===== config.mk =====
export PLATFORM = sky130hd
export DESIGN_NAME = dfvc_split
export DESIGN_NICKNAME = d
export VERILOG_FILES = /design/src/dfvc_pkg.sv /design/src/dfvc_split.sv
export SDC_FILE = /design/constraint.sdc
export NUM_CORES = 2
export LEC_CHECK = 0
export BUFFER_PORTS_ARGS = -buffer_cell sky130_fd_sc_hd__buf_2
export CORE_MARGIN = 5
export CORE_UTILIZATION = 30
export CTS_CLUSTER_DIAMETER = 30
export DETAILED_ROUTE_END_ITERATION = 16
export GPL_ROUTABILITY_DRIVEN = 0
export PLACE_DENSITY_LB_ADDON = 0.05
export SKIP_LAST_GASP = 1
export SLEW_MARGIN = 40
export SYNTH_ARGS = -nofsm -noshare
export SYNTH_HDL_FRONTEND = slang
export SYNTH_SLANG_ARGS = --single-unit

===== constraint.sdc =====
create_clock -name clk -period 11.8 [get_ports clk]
set_clock_uncertainty 0.05 [all_clocks]
set_input_delay 3.54 -clock clk [delete_from_list [all_inputs] [get_ports clk]]
set_output_delay 3.54 -clock clk [all_outputs]
set_load 0.005 [all_outputs]

===== src/dfvc_pkg.sv =====
// Shared types, register indexes and width helpers for the feedforward velocity controller.
package dfvc_pkg;

  localparam int STAGES = 5;
  localparam int CFG_INDEX_W = 3;
  localparam int CFG_DATA_W = 24;
  localparam int GAIN_W = 24;
  localparam int SPEED_W = 16;
  localparam int DRIVE_W = 16;

  // Measured speed times ratio is 16 + 25 bits; after dropping 16 fraction bits
  // with rounding headroom the current wheel speed fits in 26 bits.
  localparam int CUR_W = 26;

  localparam logic signed [DRIVE_W-1:0] DRIVE_LIMIT = 16'sd32512;

  localparam logic [CFG_INDEX_W-1:0] REG_TURN_SCALE = 3'd0;
  localparam logic [CFG_INDEX_W-1:0] REG_SPEED_RATIO = 3'd1;
  localparam logic [CFG_INDEX_W-1:0] REG_STATIC_GAIN = 3'd2;
  localparam logic [CFG_INDEX_W-1:0] REG_VELOCITY_GAIN = 3'd3;
  localparam logic [CFG_INDEX_W-1:0] REG_ACCEL_UP_GAIN = 3'd4;
  localparam logic [CFG_INDEX_W-1:0] REG_ACCEL_DOWN_GAIN = 3'd5;
  localparam logic [CFG_INDEX_W-1:0] REG_PROP_GAIN = 3'd6;

  typedef struct packed {
    logic st1;
    logic st2;
    logic st3;
    logic st4;
    logic st5;
  } pipe_en_t;

  // Width of the velocity error term for a given target width.
  function automatic int err_width(input int w);
    err_width = ((w > CUR_W) ? w : CUR_W) + 1;
  endfunction

  // Width of the Q.24 sum: widest product plus two bits for adding four terms.
  function automatic int sum_width(input int w);
    sum_width = GAIN_W + 1 + err_width(w) + 2;
  endfunction

endpackage


===== src/dfvc_split.sv =====
// Splits the chassis command into left and right wheel velocity and acceleration targets.
module dfvc_split #(
  parameter int VALUE_WIDTH = 24
) (
  input  logic                                clk,
  input  dfvc_pkg::pipe_en_t                  en,
  input  logic [dfvc_pkg::GAIN_W-1:0]         turn_scale,
  input  logic signed [VALUE_WIDTH-1:0]       linear_vel,
  input  logic signed [VALUE_WIDTH-1:0]       turn_vel,
  input  logic signed [VALUE_WIDTH-1:0]       linear_acc,
  input  logic signed [VALUE_WIDTH-1:0]       turn_acc,
  output logic signed [VALUE_WIDTH-1:0]       left_vel,
  output logic signed [VALUE_WIDTH-1:0]       right_vel,
  output logic signed [VALUE_WIDTH-1:0]       left_acc,
  output logic signed [VALUE_WIDTH-1:0]       right_acc
);

  localparam int P_W = VALUE_WIDTH + dfvc_pkg::GAIN_W + 1;
  localparam int D_W = P_W + 1 - 16;
  localparam int T_W = D_W + 1;

  logic signed [P_W-1:0] vel_prod;
  logic signed [P_W-1:0] acc_prod;
  logic signed [VALUE_WIDTH-1:0] lin_vel;
  logic signed [VALUE_WIDTH-1:0] lin_acc;

  logic signed [P_W:0] vel_round;
  logic signed [P_W:0] acc_round;
  logic signed [D_W-1:0] vel_diff;
  logic signed [D_W-1:0] acc_diff;
  logic signed [VALUE_WIDTH-1:0] left_vel_next;
  logic signed [VALUE_WIDTH-1:0] right_vel_next;
  logic signed [VALUE_WIDTH-1:0] left_acc_next;
  logic signed [VALUE_WIDTH-1:0] right_acc_next;

  function automatic logic signed [VALUE_WIDTH-1:0] sat_target(
    input logic signed [T_W-1:0] x
  );
    logic [T_W-VALUE_WIDTH:0] top;
    top = x[T_W-1:VALUE_WIDTH-1];
    if ((&top) || !(|top)) begin
      sat_target = x[VALUE_WIDTH-1:0];
    end else if (x[T_W-1]) begin
      sat_target = {1'b1, {(VALUE_WIDTH-1){1'b0}}};
    end else begin
      sat_target = {1'b0, {(VALUE_WIDTH-1){1'b1}}};
    end
  endfunction

  always_ff @(posedge clk) begin
    if (en.st1) begin
      vel_prod <= $signed({1'b0, turn_scale}) * turn_vel;
      acc_prod <= $signed({1'b0, turn_scale}) * turn_acc;
      lin_vel <= linear_vel;
      lin_acc <= linear_acc;
    end
  end

  always_comb begin
    vel_round = (P_W + 1)'(vel_prod) + (P_W + 1)'(32768);
    acc_round = (P_W + 1)'(acc_prod) + (P_W + 1)'(32768);
    vel_diff = $signed(vel_round[P_W:16]);
    acc_diff = $signed(acc_round[P_W:16]);
    left_vel_next = sat_target(T_W'(lin_vel) - T_W'(vel_diff));
    right_vel_next = sat_target(T_W'(lin_vel) + T_W'(vel_diff));
    left_acc_next = sat_target(T_W'(lin_acc) - T_W'(acc_diff));
    right_acc_next = sat_target(T_W'(lin_acc) + T_W'(acc_diff));
  end

  always_ff @(posedge clk) begin
    if (en.st2) begin
      left_vel <= left_vel_next;
      right_vel <= right_vel_next;
      left_acc <= left_acc_next;
      right_acc <= right_acc_next;
    end
  end

endmodule


* Yosys cells after proc, flatten, opt, wreduce, memory -nomap -nowiden
Cells that the tools add are included.
** Word-level totals
- Bits of input ports :: 126
- Memory bits (writable) :: 0
- Output and inout port bits :: 96
- Memories :: 0
- Register bits after elaboration :: 242
- Latch bits :: 0
- Word-level logic and storage cells :: 40
- Memory bits (read-only) :: 0
** Operators by class
- Multiply operators :: 2
- Bitwise operators :: 0
- Reduce and logical (&&, ||, !) cells :: 16
- Add/subtract/negate cells :: 6
- Order comparisons :: 0
- Equal/unequal tests :: 0
- Muxes and demuxes :: 8
- Shifts and indexed selects :: 0
- Div/mod/pow operators :: 0
** Operators by type and width (count)
- $mux 24 :: 8
- $add 49x17->50 const B :: 2
- $mul 25x24->49 :: 2
- $add 24x34->35 :: 2
- $sub 24x34->35 :: 2
- $reduce_and 12->1 :: 4
- $reduce_or 12->1 :: 4
- $logic_not 1->1 :: 4
- $logic_or 1x1->1 :: 4

* Logic depth before layout (Yosys ltp)
- Depth after elaboration :: 6
- Depth in mapped cells :: 31
- Mapped depth without buffers :: 29

* Worst setup path after synthesis
Ideal clock, no wire load.
- Path kind :: input to register
- From :: input port turn_scale[10] in the netlist's numbering
- To :: register acc_prod[39] (data pin)
- Required time :: 11.490 ns
- Data arrival time :: 10.472 ns
- Slack :: 1.019 ns
- Stages :: 28
- Setup time :: 0.260 ns
- Path buffers :: 2
- Cell sequence :: clkbuf_1 -> clkbuf_1 -> nand2_1 -> fa_1 -> fa_1 -> inv_1 -> fa_1 -> inv_1 -> fa_1 -> inv_1 -> fa_1 -> fa_1 -> inv_1 -> fa_1 -> inv_1 -> ha_1 -> a211o_1 -> a21oi_1 -> a311o_1 -> o21ai_0 -> a221o_1 -> a221o_1 -> a21o_1 -> a211o_1 -> a21oi_1 -> inv_1 -> a21oi_1 -> xnor2_1
** On the way
- Cells in the longest elaborated chain, start to end :: 1
** Ends and longest elaborated chain
- start, declared :: RTL line dfvc_split.sv:7 : input logic [dfvc_pkg::GAIN_W-1:0] turn_scale,
- $mul 25x24->49 :: RTL line dfvc_split.sv:53 : acc_prod <= $signed({1'b0, turn_scale}) * turn_acc;
- end signal, assigned :: RTL line dfvc_split.sv:53
- end, declared :: RTL line dfvc_split.sv:23 : logic signed [P_W-1:0] acc_prod;
Every way passes these cells.
A chain may end at the register's enable or synchronous reset.

* Final worst setup path
- From :: input port turn_scale[9] in the netlist's numbering
- To :: register acc_prod[39] (data pin)
Same word-level chain as after synthesis.

==> reports/metrics.cfg <==
[sta]
rsz0062_at_grt = false
slew_headroom = 0.433
fin_crit_ns = 10.89
hold_viol = 0
finalCritPeriodShare = 0.923
layout_setup_ws_ns = 0.906
max_freq_ghz = 0.0918
setup_viol = 0
tightest_slew_ns = 0.851
slew_viol_final = 0
setup_tns_ns = 0

[die]
rows = 154
die_x_um = 431
fp.dieArea_mm2 = 0.186
die_h_um = 431
initial_core_util = 0.302
io_pins = 222
core_mm2 = 0.176

[drt]
ant_nets = 0
drtIter0Drc = 1936
drc = 0
routed_wl_um = 169000
vias = 38700
drt-pass1-iter-count = 5
vias_per_cell = 4.60
wl_per_cell_um = 20.1

[outcome]
status = completed

[yosys]
synth_edf_count = 212
netlist_area_mm2 = 0.0532
syn-num-nets = 7461
synth_cells = 5835
ys_seq_area_frac = 0.120
synth_ff_type = edfxtp_1
synthTopCellsByArea = fa_1 36%, ha_1 13%, edfxtp_1 12%
synth_cell_types = 81
ys_ff_latch = 212
post-synth-top-area-fraction = 0.364
synth_area_leader_cell = fa_1
avgSynthCellArea_um2 = 9.12
yosysWarnings = 0
synth-async-reset-ratio = 0

[cts]
clock_path_buffers = 3
cts_setup_buffers = 0
cts_buffers = 47
cts_tree = done
path_clk_slew_ns = 0.05
ctsResizeCount = 0
h-tree-depth = 2
clock_sinks = 212
clockRootBuffer = clkbuf_16
ctsHoldBuffers = 0
insertion_delay_ns = 0.57

[worst_setup_path]
rr_startpoint = vel_prod[21]
reg2reg_to = right_vel[3]
required_ns = 12.05
critPathMaxFanout = 13
path_class = input pin to flop
arrival_ns = 11.14
cp-startpoint = turn_scale[9]
start_kind = input pin
reg2regPathDepth = 21
endpoint_kind = flop
reg2reg_slack_ns = 4.62

[placement]
place_hpwl_um = 140000
place_ws_ns = 0.314
dpl-instance-area_mm2 = 0.0579
numPortBuffers = 218

[finish]
fin_nets = 7642
multi_input_area_mm2 = 0.0411
finish.utilization = 0.337
drive_above_1_share = 0.0918
area_growth_pct = 11.8
final_area_mm2 = 0.0595
n_fill_cell = 18600
regArea_mm2 = 0.00637

[min_path]
holdPathStages = 3
worstHoldStart = lin_acc[0]
hold_path_class = flop to flop
min_to = right_acc[0]

[global_routing]
track_usage = 0.183
grt_remaining_overflow = 0
grt_max_degree = 60
grt_pass1_vias = 41800
antenna_found_initial = 23
grt_pass1_wl_um = 261000

[run]
cap_viol_max_count = 0

## area by class of cell
type / count / area share
multi-input cells: 4116 / 0.692
flip-flops and latches: 212 / 0.107
inverters: 1219 / 0.0769
repair buffers: 420 / 0.0488
clock buffers: 54 / 0.0206
well taps: 2340 / 0.0492
diodes: 7 / 0.000295
clock inverters: 33 / 0.00539
## cell usage after synthesis, types with 9 or more instances
library cell  count
a21o_1           66
o21a_1           28
and4_1            9
or3_1            10
xnor2_1         174
nand2b_1         52
clkbuf_1        264
mux2i_1          42
xor2_1           66
and2_1          558
buf_2            12
inv_1          1216
nor2_1          198
nor4_1           24
or2_2            17
edfxtp_1        212
nand3_1          64
a21oi_2          10
nor3_1           58
nor2b_1          43
a31oi_1          17
ha_1            534
nand2_1         662
fa_1            966
o31ai_1          15
o21bai_1         23
and3_1           20
a21bo_2          10
a211oi_1         12
nand4_1          32
a21oi_1         202
o21ai_0          78
o211ai_1         10
## placed cells by master, fill, tap and decap left out, drive strengths merged, types with 9 or more instances in the layout
| cell type | n |
|---|---|
| a211oi | 13 |
| a21bo | 10 |
| a21o | 66 |
| a21oi | 212 |
| a31oi | 18 |
| and2 | 558 |
| and3 | 20 |
| and4 | 9 |
| buf | 420 |
| clkbuf | 54 |
| clkinv | 20 |
| edfxtp | 212 |
| fa | 966 |
| ha | 534 |
| inv | 1225 |
| mux2i | 42 |
| nand2 | 662 |
| nand2b | 52 |
| nand3 | 64 |
| nand4 | 32 |
| nor2 | 198 |
| nor2b | 43 |
| nor3 | 58 |
| nor4 | 24 |
| o211ai | 11 |
| o21a | 28 |
| o21ai | 85 |
| o21bai | 23 |
| o31ai | 16 |
| or2 | 17 |
| or3 | 10 |
| xnor2 | 174 |
| xor2 | 66 |
## critical path, stage by stage
cell and delay, ns:
buf_2 0.46, nand2_1 0.15, fa_1 0.51, fa_1 0.58, inv_1 0.07, fa_1 0.53, inv_1 0.07, fa_1 0.53
inv_1 0.05, fa_1 0.46, fa_1 0.50, inv_1 0.05, fa_1 0.49, inv_1 0.05, ha_1 0.28, a211o_1 0.26
a21oi_1 0.22, o21a_1 0.20, o21ai_0 0.19, a221o_1 0.39, a221o_1 0.40, a21o_1 0.20, a211o_1 0.28, a21oi_1 0.30
inv_1 0.07, a21oi_1 0.19, xnor2_1 0.09
## sequential cells by signal, summed over array words and instances (netlist names)
| signal | count |
|---|---|
| lin_acc | 24 |
| left_vel | 24 |
| right_vel | 24 |
| lin_vel | 24 |
| right_acc | 24 |
| acc_prod | 34 |
| left_acc | 24 |
| vel_prod | 34 |
## metrics by stage
| step | cells | hold slack, ns |
|---|---|---|
| 2_1_floorplan | 5835 | 0.742 |
| 3_3_place_gp | 8304 | 0.836 |
| 5_1_grt | 8399 | 0.879 |
| 4_1_cts | 8392 | 0.824 |
| 3_5_place_dp | 8305 | 0.811 |
| 6_report | 8401 | 0.810 |
## layer usage
metal  routed length, µm  GRT usage  part of all wire  vias to the layer above
li1                    -          -                 -                    18300
met1               85400      0.277              0.51                    19600
met2               75400      0.288              0.45                      648
met3                6110     0.0195             0.036                      103
met4                2100     0.0266             0.012                        6
met5                  41          0           0.00024                        -
## logic make-up after synthesis
kind of cell,count (synthesis),synth area share
buffers and inverters,1507,0.107
adder cells (fa/ha/maj),1500,0.489
AO/OA/AOI/OAI,566,0.0702
XOR/XNOR,240,0.0395
AND/OR/NAND/NOR,1762,0.165
flip-flops,212,0.120
multiplexers,48,0.00917
## worst max-delay path by stage
stage | to | slack [ns] | cells after the start
final | acc_prod[39] | 0.91 | 27
after global routing | acc_prod[39] | 0.55 | 27
after CTS | vel_prod[46] | 0.89 | 31
after detailed placement | vel_prod[46] | 0.31 | 32
after global placement | vel_prod[46] | 0.29 | 31
after floorplan | acc_prod[39] | 1.02 | 28
Power is not shown: default switching activity piles up to over one toggle a cycle in this logic, so the estimate is an artifact.
