<file path="config.mk">
export PLATFORM = sky130hd
export DESIGN_NAME = dfvc_merge
export DESIGN_NICKNAME = d
export VERILOG_FILES = /design/src/dfvc_pkg.sv /design/src/dfvc_merge.sv
export SDC_FILE = /design/constraint.sdc
export NUM_CORES = 1
export LEC_CHECK = 0
export ABC_AREA = 1
export BUFFER_PORTS_ARGS = -buffer_cell sky130_fd_sc_hd__buf_2
export CORE_ASPECT_RATIO = 1.25
export CORE_MARGIN = 2
export CORE_UTILIZATION = 50
export CTS_CLUSTER_SIZE = 14
export DETAILED_ROUTE_END_ITERATION = 16
export PLACE_DENSITY = 0.77
export SETUP_SLACK_MARGIN = 0.4
export SLEW_MARGIN = 40
export SYNTH_ARGS = -nofsm -noshare
export SYNTH_HDL_FRONTEND = slang
export SYNTH_SLANG_ARGS = --single-unit
</file>
<file path="constraint.sdc">
create_clock -name clk -period 3.1 [get_ports clk]
set_input_delay 0.62 -clock clk [delete_from_list [all_inputs] [get_ports clk]]
set_output_delay 0.62 -clock clk [all_outputs]
set_load 0.02 [all_outputs]
</file>
<file path="src/dfvc_pkg.sv">
// Shared types, register indexes and width helpers for the feedforward velocity controller.
package dfvc_pkg;

  localparam int STAGES = 5;
  localparam int CFG_INDEX_W = 3;
  localparam int CFG_DATA_W = 24;
  localparam int GAIN_W = 24;
  localparam int SPEED_W = 16;
  localparam int DRIVE_W = 16;

  // Measured speed times ratio is 16 + 25 bits; after dropping 16 fraction bits
  // with rounding headroom the current wheel speed fits in 26 bits.
  localparam int CUR_W = 26;

  localparam logic signed [DRIVE_W-1:0] DRIVE_LIMIT = 16'sd32512;

  localparam logic [CFG_INDEX_W-1:0] REG_TURN_SCALE = 3'd0;
  localparam logic [CFG_INDEX_W-1:0] REG_SPEED_RATIO = 3'd1;
  localparam logic [CFG_INDEX_W-1:0] REG_STATIC_GAIN = 3'd2;
  localparam logic [CFG_INDEX_W-1:0] REG_VELOCITY_GAIN = 3'd3;
  localparam logic [CFG_INDEX_W-1:0] REG_ACCEL_UP_GAIN = 3'd4;
  localparam logic [CFG_INDEX_W-1:0] REG_ACCEL_DOWN_GAIN = 3'd5;
  localparam logic [CFG_INDEX_W-1:0] REG_PROP_GAIN = 3'd6;

  typedef struct packed {
    logic st1;
    logic st2;
    logic st3;
    logic st4;
    logic st5;
  } pipe_en_t;

  // Width of the velocity error term for a given target width.
  function automatic int err_width(input int w);
    err_width = ((w > CUR_W) ? w : CUR_W) + 1;
  endfunction

  // Width of the Q.24 sum: widest product plus two bits for adding four terms.
  function automatic int sum_width(input int w);
    sum_width = GAIN_W + 1 + err_width(w) + 2;
  endfunction

endpackage

</file>
<file path="src/dfvc_merge.sv">
// Final stage: adds each lane's partial sums, rounds to Q8.8, saturates, and holds the result.
module dfvc_merge #(
  parameter int VALUE_WIDTH = 24
) (
  input  logic                                               clk,
  input  dfvc_pkg::pipe_en_t                                 en,
  input  logic signed [dfvc_pkg::sum_width(VALUE_WIDTH)-1:0] left_ff,
  input  logic signed [dfvc_pkg::sum_width(VALUE_WIDTH)-1:0] left_fb,
  input  logic signed [dfvc_pkg::sum_width(VALUE_WIDTH)-1:0] right_ff,
  input  logic signed [dfvc_pkg::sum_width(VALUE_WIDTH)-1:0] right_fb,
  output logic signed [dfvc_pkg::DRIVE_W-1:0]                left_drive,
  output logic signed [dfvc_pkg::DRIVE_W-1:0]                right_drive
);

  localparam int S_W = dfvc_pkg::sum_width(VALUE_WIDTH);
  localparam int R_W = S_W + 1 - 16;
  localparam logic signed [R_W-1:0] LIM_HI = R_W'(dfvc_pkg::DRIVE_LIMIT);
  localparam logic signed [R_W-1:0] LIM_LO = -LIM_HI;

  function automatic logic signed [dfvc_pkg::DRIVE_W-1:0] finish(
    input logic signed [S_W-1:0] ff,
    input logic signed [S_W-1:0] fb
  );
    logic signed [S_W:0] total;
    logic signed [R_W-1:0] rounded;
    total = (S_W + 1)'(ff) + (S_W + 1)'(fb) + (S_W + 1)'(32768);
    rounded = $signed(total[S_W:16]);
    if (rounded > LIM_HI) begin
      finish = dfvc_pkg::DRIVE_LIMIT;
    end else if (rounded < LIM_LO) begin
      finish = -dfvc_pkg::DRIVE_LIMIT;
    end else begin
      finish = rounded[dfvc_pkg::DRIVE_W-1:0];
    end
  endfunction

  always_ff @(posedge clk) begin
    if (en.st5) begin
      left_drive <= finish(left_ff, left_fb);
      right_drive <= finish(right_ff, right_fb);
    end
  end

endmodule

</file>
==> results of run 1 <==
-- layer usage --
| layer | global-route usage, % | overflow |
|---|---|---|
| met4 | 74.6 | 116 |
| met5 | 14.1 | 0 |
| met1 | 65.8 | 7 |
| met2 | 97.6 | 302 |
| met3 | 46.2 | 7 |
-- cells by family after synthesis --
family	count (synthesis)	synth area share [%]
AO/OA/AOI/OAI	134	5.55
flip-flops	32	7.61
buffers and inverters	496	14.7
adder cells (fa/ha/maj)	210	20.8
XOR/XNOR	28	2.18
AND/OR/NAND/NOR	1487	49.1
-- synth_stat cells, types with 5 or more instances --
master	instances	area, um^2
nand2_1	1026	3850
inv_1	480	1800
nor2_1	216	811
ha_1	210	2630
nand3_1	101	505
a21oi_1	96	480
nand4_1	37	231
edfxtp_1	32	961
nor2_2	29	181
o21ai_0	25	125
xnor2_1	17	149
inv_2	16	60.1
nand3b_1	15	113
nand2_2	14	87.6
nor3_1	13	65.1
o21bai_1	10	75.1
xor2_1	7	61.3
and2_1	6	37.5
nor2_4	6	67.6
nor3_2	6	60.1
nand3_2	5	50.1
-- metrics by stage --
stage / hold slack, ns / cells / setup TNS, ns / worst slack, ns / util, %
detailed placement: 1.06 / 3190 / -14.41 / -0.550 / 74.7
CTS: 0.957 / 3240 / 0 / 0.0319 / 85.5
floorplan: 0.732 / 2387 / 0 / 0.223 / -
global placement: 1.06 / 3190 / -13.07 / -0.470 / 74.7
-- repair_timing --
item / 4_1_cts
endpoints found under the setup margin: 31
setup buffers: 42
pin swaps: 247
gates resized for setup: 538
gates cloned: 0
==> metrics.cfg, run 1 <==
[clocking]
cts_buffers=5
ctsHoldBuffers=0
clk_path_buf_depth=2
clock_sinks=32
clock-root-buffer=clkbuf_16
htreeDepth=2

[place]
place.gp.congestion=1.03
portBuffers=249
placedInstanceArea_mm2=0.0187
dpl.hpwl_mm=45.7

[status]
status=stopped before the end
haltStage=5_1_grt
error=[ERROR GRT-0232] Routing congestion too high. Check the congestion heatmap in the GUI.

[floorplanning]
start_util_pct=50.4
die_h_um=182
rows=65
die_w_um=146
io_pins=254

[synthesis]
synth_edf_count=32
yosys.cell_types.count=32
avgSynthCellArea_um2=5.29
synth_cells=2387
ys_seq_area_share_pct=7.61
syn_nets=2819
ys_warn_count=0
synth_ff_type=edfxtp_1
async_flop_share_pct=0
ys_ff_latch=32
netlist_area_mm2=0.0126

[timing]
endpoint_type=register input
grt-worst-endpoint=left_drive[1]$_SDFFCE_PP0P_/D

[grt]
grt_max_degree=33
grt-ovfl-total=432
grtUsageTotal_pct=70.3

==> inputs of run 2 (changes only) <==
--- a/config.mk
+++ b/config.mk
@@ -7,13 +7,10 @@
 export LEC_CHECK = 0
 export ABC_AREA = 1
 export BUFFER_PORTS_ARGS = -buffer_cell sky130_fd_sc_hd__buf_2
-export CORE_ASPECT_RATIO = 1.25
 export CORE_MARGIN = 2
-export CORE_UTILIZATION = 50
-export CTS_CLUSTER_SIZE = 14
+export CORE_UTILIZATION = 35
 export DETAILED_ROUTE_END_ITERATION = 16
-export PLACE_DENSITY = 0.77
-export SETUP_SLACK_MARGIN = 0.4
+export PLACE_DENSITY_LB_ADDON = 0.15
 export SLEW_MARGIN = 40
 export SYNTH_ARGS = -nofsm -noshare
 export SYNTH_HDL_FRONTEND = slang
==> constraint.sdc (replaced) <==
create_clock -name clk -period 4 [get_ports clk]
set_input_delay 0.8 -clock clk [delete_from_list [all_inputs] [get_ports clk]]
set_output_delay 0.8 -clock clk [all_outputs]
set_load 0.02 [all_outputs]
==> run 2 against run 1 <==
  * Synthesized cell count did not move
  * The flow now finishes without violations
  * Synthesized area did not move
==> metrics.cfg, run 2 <==
[drt]
ant_nets=0
drc=0
drt_pass1_iterations=5
wl_per_cell_um=14.2
drt_wl_total_mm=44.5
vias_per_cell=4.64
via_count=14500
drt_iter0_drc=579

[setup_path]
cp_common_cell=nand2_1
crit_type=in2reg
cp-start-kind=primary input
arrival_ns=3.88
end_kind=flip-flop
slowest_delay_ns=0.40
worstPathRequired_ns=4.15
cp_max_fo=8
path_cells=buf_2, ha_1, ha_1, nand2_1, inv_1, nand2_1, nor2_1, nand2_1, nor3_1, nand2_1, nand3_1, nand2_1, nand2_1, nand2_1, nor2_1, nand2_1, nor2_1, nand2_1, nand3_4, nand2_4, nor2_2
cpMaxStageDelayCell=ha_1

[synthesis]
ys_warn_count=0  ; unchanged
synthTopCellsByArea=nand2_1, ha_1, inv_1
syn_nets=2819  ; unchanged
synth_top_area_share_pct=30.5  ; unchanged
avgSynthCellArea_um2=5.29  ; unchanged
ys_ff_latch=32  ; unchanged
synth_most_common_cell=nand2_1
synth_edf_count=32  ; unchanged
ys_seq_area_share_pct=7.61  ; unchanged
synth_ff_type=edfxtp_1
yosys.cell_types.count=32  ; unchanged
synth_cells=2387  ; unchanged
yosys.area.top_type=nand2_1
synth_commonest_cells=nand2_1, inv_1, nor2_1
netlist_area_mm2=0.0126  ; unchanged
async_flop_share_pct=0  ; unchanged

[clocking]
clock_sinks=32  ; unchanged
cts_buffers=5  ; unchanged
htreeDepth=2  ; unchanged
cts_setup_buffers=0  ; -100%
cts_resized=0  ; -100%
ctsHoldBuffers=0  ; unchanged
clkTransAtPathRegs_ns=0.06
clock-root-buffer=clkbuf_16
clk_path_buf_depth=2  ; unchanged
cts_tree=built

[floorplanning]
die_w_um=194  ; +33%
rows=69  ; +6.2%
io_pins=254  ; unchanged
core_area_mm2=0.0356
die_area_mm2=0.0376
die_h_um=194  ; +6.8%
start_util_pct=35.5  ; -15 points

[job]
drv_cap=0

[layout]
nFillCells=4205
final_cell_mix=nand2_1, inv_1, buf_2, nor2_1, ha_1
layout_commonest_cell=nand2_1
synthToLayoutAreaGrowth_pct=17.3
top_regs=left_drive x16, right_drive x16
diodes=0
multi_input_area_mm2=0.00981
drive_gt1_share_pct=14.0
fin_area_mm2=0.0148
regArea_um2=961
nNetsFinal=3104

[place]
dpl.hpwl_mm=41.0  ; -10%
portBuffers=249  ; unchanged
place.gp.congestion=0.960  ; -6.7%
placedInstanceArea_mm2=0.0147  ; -22%

[worst_hold_path]
min_from=en[0]
min_path_cells=1
hold_path_end=left_drive[0]
hold_class=in2reg

[timing]
finalCritPeriodShare_pct=93.2
rsz0062_at_grt=no
worstMarginPinSlew_ns=0.769
fmax_mhz=268
fin_crit_ns=3.73
timing_hold_violations_final=0
maxSlewHeadroom_pct=48.7
finalSetupViolations=0
final-max-slew-violation-count=0
fin_setup_tns_ns=0

[power]
power.density_mw_per_mm2=225
peakVddDrop_v=0.000136
power_mw=3.33
leakagePower_nw=9.32

[grt]
grtUsageTotal_pct=23.4
antenna_found_initial=0
grt_pass1_wl_mm=70.1
grt_pass1_vias=14500
grt_max_degree=33
grt-ovfl-total=0

[status]
status=finished clean

## run 2: cell counts after synthesis
No cell type changed its count.
## run 2: cell families (layout without fill, tap and decap cells)
group                    count (synthesis)  in the layout  synth area share [%]
buffers and inverters                  496            782                  14.7
AND/OR/NAND/NOR                       1487           1487                  49.1
adder cells (fa/ha/maj)                210            210                  20.8
AO/OA/AOI/OAI                          134            134                  5.55
XOR/XNOR                                28             28                  2.18
flip-flops                              32             32                  7.61
## run 2: worst max-delay path by stage
| stage | startpoint | end | slack [ns] | depth (start not counted) |
|---|---|---|---|---|
| 2_1_floorplan | left_ff[27] | left_drive[2] | 0.79 | 17 |
| 3_3_place_gp | left_ff[36] | left_drive[0] | -0.02 | 21 |
| 3_5_place_dp | left_ff[36] | left_drive[0] | -0.01 | 21 |
| 4_1_cts | left_ff[36] | left_drive[0] | 0.27 | 21 |
| 5_1_grt | left_ff[34] | left_drive[3] | 0.06 | 21 |
| 6_report | left_ff[36] | left_drive[0] | 0.27 | 21 |
## run 2: critical path, delay by kind of cell
kind                       cells  cell delay, ns
buffers and inverters          2            0.19
and+or+nand+nor               17            2.19
adders and majority gates      2            0.68
## run 2: per-stage QoR
stage	utilization [%]	instances	hold slack (ns)	worst slack [ns]
final	41.6	3134	1.14	0.270
after global routing	41.6	3134	1.15	0.0566
after CTS	41.6	3134	1.13	0.272
after detailed placement	41.2	3126	1.25	-0.0121
after global placement	41.2	3126	1.26	-0.0236
after floorplan	-	2387	0.912	0.791
## run 2: layout make-up
class | instances | share of cell area, %
Sequential cell | 32 | 6.49
Tap cell | 461 | 3.89
Timing Repair Buffer | 278 | 9.88
Inverter | 496 | 12.6
Multi-Input combinational cell | 1859 | 66.2
Clock inverter | 3 | 0.127
Clock buffer | 5 | 0.845
## run 2: report_power, final
| group | total, mW | internal [mW] | switching (mW) |
|---|---|---|---|
| registers | 0.460 | 0.437 | 0.0230 |
| logic | 2.50 | 0.853 | 1.64 |
| clock network | 0.374 | 0.229 | 0.145 |
| total | 3.33 | 1.52 | 1.81 |
## run 2: routing by layer
layer / up-vias / GRT usage (%) / wire [um]
li1: 7867 / - / -
met4: 0 / 11.0 / 2150
met1: 6287 / 25.7 / 18200
met5: - / 0 / 0
met2: 299 / 45.9 / 23000
met3: 95 / 0.591 / 1100
Note: power is estimated with default switching activity, not from simulation.
==> inputs of run 3 (changes only) <==
--- a/config.mk
+++ b/config.mk
@@ -5,13 +5,12 @@
 export SDC_FILE = /design/constraint.sdc
 export NUM_CORES = 1
 export LEC_CHECK = 0
-export ABC_AREA = 1
+export ABC_AREA = 0
 export BUFFER_PORTS_ARGS = -buffer_cell sky130_fd_sc_hd__buf_2
 export CORE_MARGIN = 2
-export CORE_UTILIZATION = 35
+export CORE_UTILIZATION = 56
 export DETAILED_ROUTE_END_ITERATION = 16
 export PLACE_DENSITY_LB_ADDON = 0.15
-export SLEW_MARGIN = 40
 export SYNTH_ARGS = -nofsm -noshare
 export SYNTH_HDL_FRONTEND = slang
 export SYNTH_SLANG_ARGS = --single-unit
==> run 3 against run 2 <==
  * The flow now stops in 4_1_cts
  * Synthesized cell count fell by 43%
  * Synthesized area is 20% lower
==> metrics.cfg, run 3 <==
[synthesis]
synthTopCellsByArea=ha_1, edfxtp_1, a21oi_1
netlist_area_mm2=0.0101  ; -20%
avgSynthCellArea_um2=7.47  ; +41%
synth_edf_count=32  ; unchanged
synth_cells=1358  ; -43%
synth_most_common_cell=ha_1
ys_ff_latch=32  ; unchanged
syn_nets=1790  ; -37%
yosys.cell_types.count=86  ; +170%
ys_warn_count=0  ; unchanged
async_flop_share_pct=0  ; unchanged
synth_top_area_share_pct=25.9  ; -4.6 points
ys_seq_area_share_pct=9.47  ; +1.9 points
yosys.area.top_type=ha_1
synth_ff_type=edfxtp_1
synth_commonest_cells=ha_1, nand2_1, a21oi_1

[clocking]
clock_sinks=32  ; unchanged
htreeDepth=2  ; unchanged
cts_setup_buffers=41  ; +41
cts_resized=230  ; +230
ctsHoldBuffers=0  ; unchanged
clock-root-buffer=clkbuf_16
cts_buffers=5  ; unchanged
clk_path_buf_depth=2  ; unchanged

[floorplanning]
die_h_um=139  ; -29%
io_pins=254  ; unchanged
rows=49  ; -29%
die_w_um=139  ; -29%
start_util_pct=56.7  ; +21 points

[place]
place.gp.congestion=0.973  ; +1.4%
dpl.hpwl_mm=35.4  ; -14%
portBuffers=249  ; unchanged
dp_slack_ns=-0.954  ; -0.942 ns
placedInstanceArea_mm2=0.0158  ; +7.7%
dp_cells=2204  ; -29%

[status]
haltStage=4_1_cts
error=[ERROR DPL-0033] detailed placement checks failed during check placement.
status=stopped before the end

## run 3: cell count changes after synthesis, moves of 27 or more
cell,delta
nand2_1,-886
o21ai_0,+51
o211ai_1,+27
clkbuf_1,+30
nand3_1,-56
nor2_2,-29
a21oi_1,+40
nor2_1,-125
a21o_1,+28
inv_1,-437
nor3_1,+28
## run 3: through the flow
stage                     hold slack (ns)  TNS (ns)
after detailed placement             1.27    -23.32
after floorplan                     0.912     -4.73
after global placement               1.26    -20.00
## run 3: kinds of logic after synthesis
| group | after synthesis | synth area share [%] |
|---|---|---|
| flip-flops | 32 | 9.47 |
| AND/OR/NAND/NOR | 496 | 25.1 |
| adder cells (fa/ha/maj) | 210 | 25.9 |
| multiplexers | 11 | 1.13 |
| XOR/XNOR | 51 | 4.40 |
| AO/OA/AOI/OAI | 465 | 30.3 |
| buffers and inverters | 93 | 3.71 |
